--- src/rtl/core/erng_pkg.sv ---
// Shared constants and types for the entropy pool random generator.
`default_nettype none

package erng_pkg;

    localparam int WORD_W = 64;
    localparam int HALF_W = WORD_W / 2;

    typedef logic [WORD_W-1:0] word_t;
    typedef logic [2:0]        opcode_t;
    typedef logic [1:0]        mul_step_t;

    // Opcodes
    localparam opcode_t OP_SEED_BEGIN  = 3'd0;
    localparam opcode_t OP_SEED_JITTER = 3'd1;
    localparam opcode_t OP_SEED_FINISH = 3'd2;
    localparam opcode_t OP_ADD_ENTROPY = 3'd3;
    localparam opcode_t OP_GENERATE    = 3'd4;

    // Status codes
    localparam logic STATUS_OK         = 1'b0;
    localparam logic STATUS_NOT_SEEDED = 1'b1;

    // Mixing constants
    localparam word_t K_GOLDEN = 64'h9E37_79B9_7F4A_7C15;
    localparam word_t K_MIX1   = 64'hBF58_476D_1CE4_E5B9;
    localparam word_t K_MIX2   = 64'h94D0_49BB_1331_11EB;
    localparam word_t K_SEED   = 64'h243F_6A88_85A3_08D3;

    // Partial product order of the shared multiplier
    localparam mul_step_t MUL_STEP_LL = 2'd0;
    localparam mul_step_t MUL_STEP_LH = 2'd1;
    localparam mul_step_t MUL_STEP_HL = 2'd2;

endpackage

`default_nettype wire

--- src/rtl/core/entropy_pool_random_generator_top.sv ---
// Top level of the entropy pool random generator: sequencer, pool and output register.
`default_nettype none

// Keeps a 64-bit entropy pool and a seeded flag, and runs one opcode per input
// item, returning one result item (random_word, status) for each. The block
// takes one item at a time and drops in_ready until its result sits in the
// output register. seed_begin, seed_jitter, seed_finish, unused opcodes and a
// generate before seeding go straight to the result; add_entropy and a seeded
// generate wait on a single shared 32x32 multiplier that builds each 64-bit
// product in three partial products; add_entropy needs one such product and
// generate two. A finished result waits in the output register while the
// next item is taken; a second result waits until the first has been taken.
// hw_rng_present is written through the cfg channel, which is always ready.
module entropy_pool_random_generator_top
    import erng_pkg::*;
(
    input  wire          clk,
    input  wire          rst_n,
    // configuration
    input  wire          cfg_valid,
    output logic         cfg_ready,
    input  wire          cfg_data,
    // input items
    input  wire          in_valid,
    output logic         in_ready,
    input  wire  [2:0]   opcode,
    input  wire  [63:0]  value,
    input  wire  [63:0]  stamp_a,
    input  wire  [63:0]  stamp_b,
    input  wire  [63:0]  hw_word,
    input  wire          hw_ok,
    // result items
    output logic         out_valid,
    input  wire          out_ready,
    output logic [63:0]  random_word,
    output logic         status
);

    typedef enum logic [5:0] {
        S_IDLE  = 6'b000001,
        S_MUL1  = 6'b000010,
        S_WAIT1 = 6'b000100,
        S_MUL2  = 6'b001000,
        S_WAIT2 = 6'b010000,
        S_DONE  = 6'b100000
    } state_t;

    state_t  state_reg;
    state_t  state_next;

    logic    hw_present_reg;
    logic    seeded_reg;
    logic    seeded_next;
    word_t   pool_reg;
    word_t   pool_next;

    opcode_t op_reg;
    word_t   value_reg;
    word_t   stamp_reg;
    word_t   hw_word_reg;
    logic    hw_use_reg;
    word_t   z_reg;
    word_t   z_next;
    word_t   word_reg;
    word_t   word_next;
    logic    status_reg;
    logic    status_next;

    logic    out_valid_reg;
    word_t   out_word_reg;
    logic    out_status_reg;

    logic    accept;
    logic    slot_free;
    logic    hw_use_in;
    word_t   hw_mask_in;
    word_t   hw_mask_reg;
    word_t   mix_out;

    logic    mul_start;
    word_t   mul_a;
    word_t   mul_b;
    logic    mul_done;
    word_t   mul_p;

    assign cfg_ready  = 1'b1;
    assign in_ready   = (state_reg == S_IDLE);
    assign accept     = in_valid && in_ready;
    assign slot_free  = !out_valid_reg || out_ready;
    assign hw_use_in  = hw_present_reg && hw_ok;
    assign hw_mask_in = hw_use_in ? hw_word : '0;
    assign hw_mask_reg = hw_use_reg ? hw_word_reg : '0;

    // Final SplitMix64 fold of the second product
    assign mix_out = mul_p ^ (mul_p >> 31);

    // Shared multiplier operand selection
    always_comb
    begin
        mul_start = 1'b0;
        mul_a     = z_reg ^ (z_reg >> 27);
        mul_b     = K_MIX2;
        case (state_reg)
            S_MUL1:
            begin
                mul_start = 1'b1;
                if (op_reg == OP_GENERATE)
                begin
                    mul_a = pool_reg ^ (pool_reg >> 30);
                    mul_b = K_MIX1;
                end
                else
                begin
                    mul_a = value_reg;
                    mul_b = K_GOLDEN;
                end
            end
            S_MUL2:
            begin
                mul_start = 1'b1;
            end
            default:
            begin
                mul_start = 1'b0;
            end
        endcase
    end

    erng_mul u_mul (
        .clk     (clk),
        .rst_n   (rst_n),
        .start   (mul_start),
        .op_a    (mul_a),
        .op_b    (mul_b),
        .done    (mul_done),
        .product (mul_p)
    );

    // Sequencer and pool update
    always_comb
    begin
        state_next  = state_reg;
        pool_next   = pool_reg;
        seeded_next = seeded_reg;
        z_next      = z_reg;
        word_next   = word_reg;
        status_next = status_reg;
        case (state_reg)
            S_IDLE:
            begin
                if (accept)
                begin
                    word_next   = '0;
                    status_next = STATUS_OK;
                    state_next  = S_DONE;
                    case (opcode)
                        OP_SEED_BEGIN:
                        begin
                            pool_next   = K_SEED ^ value;
                            seeded_next = 1'b0;
                        end
                        OP_SEED_JITTER:
                        begin
                            pool_next = {pool_reg[WORD_W-2:0], stamp_a[0]} ^ (stamp_b >> 3);
                        end
                        OP_SEED_FINISH:
                        begin
                            pool_next   = pool_reg ^ hw_mask_in;
                            seeded_next = 1'b1;
                        end
                        OP_ADD_ENTROPY:
                        begin
                            state_next = S_MUL1;
                        end
                        OP_GENERATE:
                        begin
                            if (seeded_reg)
                            begin
                                pool_next  = (pool_reg ^ stamp_a) + K_GOLDEN;
                                state_next = S_MUL1;
                            end
                            else
                            begin
                                status_next = STATUS_NOT_SEEDED;
                            end
                        end
                        default:
                        begin
                            state_next = S_DONE;
                        end
                    endcase
                end
            end
            S_MUL1:
            begin
                state_next = S_WAIT1;
            end
            S_WAIT1:
            begin
                if (mul_done)
                begin
                    if (op_reg == OP_GENERATE)
                    begin
                        z_next     = mul_p;
                        state_next = S_MUL2;
                    end
                    else
                    begin
                        pool_next  = pool_reg ^ mul_p ^ stamp_reg;
                        state_next = S_DONE;
                    end
                end
            end
            S_MUL2:
            begin
                state_next = S_WAIT2;
            end
            S_WAIT2:
            begin
                if (mul_done)
                begin
                    word_next  = mix_out ^ hw_mask_reg;
                    state_next = S_DONE;
                end
            end
            S_DONE:
            begin
                if (slot_free)
                begin
                    state_next = S_IDLE;
                end
            end
            default:
            begin
                state_next = S_IDLE;
            end
        endcase
    end

    // Control state and pool
    always_ff @(posedge clk or negedge rst_n)
    begin
        if (!rst_n)
        begin
            state_reg      <= S_IDLE;
            pool_reg       <= '0;
            seeded_reg     <= 1'b0;
            hw_present_reg <= 1'b0;
            out_valid_reg  <= 1'b0;
        end
        else
        begin
            state_reg  <= state_next;
            pool_reg   <= pool_next;
            seeded_reg <= seeded_next;
            if (cfg_valid && cfg_ready)
            begin
                hw_present_reg <= cfg_data;
            end
            if (state_reg == S_DONE && slot_free)
            begin
                out_valid_reg <= 1'b1;
            end
            else if (out_ready)
            begin
                out_valid_reg <= 1'b0;
            end
        end
    end

    // Item payload and result registers
    always_ff @(posedge clk)
    begin
        if (accept)
        begin
            op_reg      <= opcode;
            value_reg   <= value;
            stamp_reg   <= stamp_a;
            hw_word_reg <= hw_word;
            hw_use_reg  <= hw_use_in;
        end
        z_reg      <= z_next;
        word_reg   <= word_next;
        status_reg <= status_next;
        if (state_reg == S_DONE && slot_free)
        begin
            out_word_reg   <= word_reg;
            out_status_reg <= status_reg;
        end
    end

    assign out_valid   = out_valid_reg;
    assign random_word = out_word_reg;
    assign status      = out_status_reg;

endmodule

`default_nettype wire

--- src/rtl/core/erng_mul.sv ---
// Iterative 64x64 multiplier (low 64 bits) built on one 32x32 multiplier.
`default_nettype none

module erng_mul
    import erng_pkg::*;
(
    input  wire        clk,
    input  wire        rst_n,
    input  wire        start,
    input  wire word_t op_a,
    input  wire word_t op_b,
    output logic       done,
    output word_t      product
);

    word_t                a_reg;
    word_t                b_reg;
    word_t                acc_reg;
    word_t                acc_next;
    mul_step_t            step_reg;
    logic                 busy_reg;
    logic                 done_reg;
    logic [HALF_W-1:0]    m_a;
    logic [HALF_W-1:0]    m_b;
    word_t                m_prod;

    // Select the operand halves for the current partial product
    always_comb
    begin
        case (step_reg)
            MUL_STEP_LL:
            begin
                m_a = a_reg[HALF_W-1:0];
                m_b = b_reg[HALF_W-1:0];
            end
            MUL_STEP_LH:
            begin
                m_a = a_reg[HALF_W-1:0];
                m_b = b_reg[WORD_W-1:HALF_W];
            end
            default:
            begin
                m_a = a_reg[WORD_W-1:HALF_W];
                m_b = b_reg[HALF_W-1:0];
            end
        endcase
        m_prod = WORD_W'(m_a) * WORD_W'(m_b);
    end

    // Accumulate: the cross terms only reach the upper half
    always_comb
    begin
        if (step_reg == MUL_STEP_LL)
        begin
            acc_next = m_prod;
        end
        else
        begin
            acc_next = {acc_reg[WORD_W-1:HALF_W] + m_prod[HALF_W-1:0],
                        acc_reg[HALF_W-1:0]};
        end
    end

    // Track busy and done and advance the step counter
    always_ff @(posedge clk or negedge rst_n)
    begin
        if (!rst_n)
        begin
            busy_reg <= 1'b0;
            done_reg <= 1'b0;
            step_reg <= MUL_STEP_LL;
        end
        else
        begin
            done_reg <= 1'b0;
            if (start)
            begin
                busy_reg <= 1'b1;
                step_reg <= MUL_STEP_LL;
            end
            else if (busy_reg)
            begin
                if (step_reg == MUL_STEP_HL)
                begin
                    busy_reg <= 1'b0;
                    done_reg <= 1'b1;
                    step_reg <= MUL_STEP_LL;
                end
                else
                begin
                    step_reg <= step_reg + mul_step_t'(1);
                end
            end
        end
    end

    // Payload registers
    always_ff @(posedge clk)
    begin
        if (start)
        begin
            a_reg <= op_a;
            b_reg <= op_b;
        end
        if (busy_reg)
        begin
            acc_reg <= acc_next;
        end
    end

    assign done    = done_reg;
    assign product = acc_reg;

endmodule

`default_nettype wire

--- config.mk ---
export PLATFORM = sky130hd
export DESIGN_NAME = entropy_pool_random_generator_top
export DESIGN_NICKNAME = d
export VERILOG_FILES = /design/src/rtl/core/erng_pkg.sv /design/src/rtl/core/entropy_pool_random_generator_top.sv /design/src/rtl/core/erng_mul.sv
export SDC_FILE = /design/constraint.sdc
export NUM_CORES = 2
export LEC_CHECK = 0
export BUFFER_PORTS_ARGS = -buffer_cell sky130_fd_sc_hd__buf_2
export CORE_MARGIN = 5
export CORE_UTILIZATION = 35
export CTS_BUF_LIST = sky130_fd_sc_hd__clkbuf_8 sky130_fd_sc_hd__clkbuf_16
export CTS_CLUSTER_SIZE = 20
export DETAILED_ROUTE_END_ITERATION = 16
export PLACE_DENSITY_LB_ADDON = 0.1
export SYNTH_ARGS = -nofsm -noshare
export SYNTH_HDL_FRONTEND = slang
export SYNTH_SLANG_ARGS = --single-unit
--- constraint.sdc ---
create_clock -name clk -period 26.6 [get_ports clk]
set_input_delay 0 -clock clk [delete_from_list [all_inputs] [get_ports clk]]
set_output_delay 0 -clock clk [all_outputs]
set_load 0.1 [all_outputs]
==> flow_summary.toml <==
[worst_setup_path]
critical_path.top_delay_family = "adder cells"
critPathBufInv = 4
startpoint_type = "register"
slowest_stage = "nand2_1"
worstPathMaxFanout = 54
cp.required_ns = 26.98
slowest_delay_ns = 1.05
critPathCaptureType = "register"
cpMostUsedCell = "fa_1"
worstPathArrival_ns = 12.56
path_class = "reg2reg"

[timing]
rsz0062_at_grt = "false"
finalClockSkew_ns = 0.0584
fmax_ghz = 0.0821
hold_viol = 0
fin_crit_sh = 0.458
setup_viol = 0
drv_slew = 0
worst_slew_pin_slew_ns = 1.42
setup_slack_ns = 14.42
max-slew-margin-rel = 0.0529
finalSetupTns_ns = 0
fin_crit_ns = 12.18

[finish]
layout.cells.non_filler = 9094
area_growth_pct = 13.9
layout.nets = 8127
fin_area_um2 = 71000
drive_gt1_frac = 0.0924

[cts]
cts-htree-levels = 2
cts_tree = "yes"
cts_buffers = 59
clockBufferDepth = 3
clkLatencyLatePin_ns = 0.69
cts_resized = 0
clkTransAtPathRegs_ns = 0.07
cts-root-buf = "clkbuf_16"
clock_sinks = 601

[logic_synthesis]
synth_top_area_cell = "fa_1"
synth_edf_count = 524
synth_area_leaders = "fa_1, edfxtp_1, inv_1, ha_1, nand2_1"
syn_area_um2 = 62400
synth_async_sr_flop_share = 0.128
synthFlopType = "edfxtp_1"
synthTopCellsByCount = "inv_1, fa_1, nand2_1"
synth-seq-cells = 601
syn_inst = 6274
synth_top_area_frac = 0.288
syn_nets = 7733
synthMostInstantiatedCell = "inv_1"
synth_sequential_area_ratio = 0.283
yosysUniqueCellTypes = 97
yosys_warnings = 0
syn_avg_cell_area_um2 = 9.94

[run]
drv_cap = 0

[floorplan]
die-area_um2 = 187000
dieWidth_um = 432
fp.dieH_um = 432
coreArea_um2 = 178000
start_util = 0.351
ios = 334
num_rows = 155

[placement]
dp_slack_ns = 14.61
placed_area_um2 = 66600
hpwl_mm = 214
place.gp.congestion = 0.965
io_buffers = 329
dp.cells = 8737

[routing]
first_pass_iters = 5
vias = 48323
drc = 0
via_per_inst = 5.31
totalWireLength_mm = 269
drtIter0Drc = 4284
wire_per_inst_um = 29.6
postRouteAntennaNets = 0

[grt]
gr-usage-all-layers = 0.287
grt_pass1_vias = 50234
grt-ovfl-total = 0
grt_max_degree = 76
grt_pass1_wl_mm = 381
grt_antenna_before_repair = 19

[worst_hold_path]
hold_path_class = "in2reg"

[status]
outcome = "finished clean"
-- path summary, 6_finish.rpt --
check,startpoint,cells past startpoint,slack (ns),endpoint
worst max-delay path,u_mul.step_reg[0],36,14.42,u_mul.product[63]
worst min-delay path,stamp_b[3],6,0.05,pool_reg[0]
worst max register to register,u_mul.step_reg[0],36,14.42,u_mul.product[63]
worst min register to register,word_reg[60],0,0.41,random_word[60]
max in group asynchronous,rst_n,4,25.22,pool_reg[5]
min in group asynchronous,rst_n,3,0.54,state_reg[0]
-- per-stage QoR --
| step | hold WS, ns | util |
|---|---|---|
| floorplan | -0.296 | - |
| global placement | 0.0838 | 0.375 |
| detailed placement | 0.0797 | 0.375 |
| CTS | 0.00371 | 0.399 |
| global route | 0.0439 | 0.399 |
| finish | 0.0481 | 0.399 |
-- cells by family (layout without fill, tap and decap cells) --
group,count (synthesis),count (layout),synth area share
buf+inv,1329,1774,0.0808
other cells,1,21,0.0000601
compound gates,876,876,0.0887
mux,42,42,0.00726
flops,601,601,0.283
xor+xnor,566,566,0.0801
fa+ha+maj,1193,1193,0.347
simple gates,1666,1666,0.113
-- area by class of cell --
class	count	area, µm²
repair buffers	650	4660
flip-flops and latches	601	17700
clock inverters	47	520
inverters	1012	3810
diodes	20	50.0
fillers	17738	107000
well taps	2355	2950
multi-input cells	4344	39800
clock buffers	65	1560
-- per-layer routing --
metal,GRT usage,routed length (µm)
met3,0.0360,16600
met2,0.478,129000
met5,0,0
met1,0.379,110000
met4,0.117,13500
-- worst reg2reg max path: cells and delay by family, from the launching register on --
kind                       cells  cell delay [ns]
buffers and inverters          4             0.49
adders and majority gates     10             4.48
DFF                            1             0.44
xor gates and xnor gates       2             0.54
and+or+nand+nor                9             2.91
AOI/OAI and AO/OA             11             3.04
-- cells in the final DEF, fill, tap and decap left out, drive strengths merged, types with 27 or more instances in the layout --
cell | synthesis | final
a211oi | 27 | 27
a21o | 43 | 43
a21oi | 260 | 260
a221oi | 40 | 40
a31oi | 71 | 71
and2 | 83 | 83
buf | 54 | 426
clkbuf | 263 | 65
clkinv | 4 | 28
dfrtp | 76 | 76
dlygate4sd3 | 0 | 224
edfxtp | 524 | 524
fa | 896 | 896
ha | 297 | 297
inv | 1008 | 1014
nand2 | 793 | 793
nand3 | 69 | 69
nor2 | 535 | 535
nor3 | 47 | 47
o21ai | 227 | 227
o22ai | 32 | 32
xnor2 | 323 | 323
xor2 | 243 | 243
-- repair_timing --
| action | in CTS | in global routing |
|---|---|---|
| endpoints found under the hold margin | 306 | 0 |
| buffers inserted | 0 | 0 |
| hold buffers | 225 | 0 |
Power is left out: the tool's default activity adds up to more than one toggle a clock period on the data nets, which glitch-free logic cannot reach.
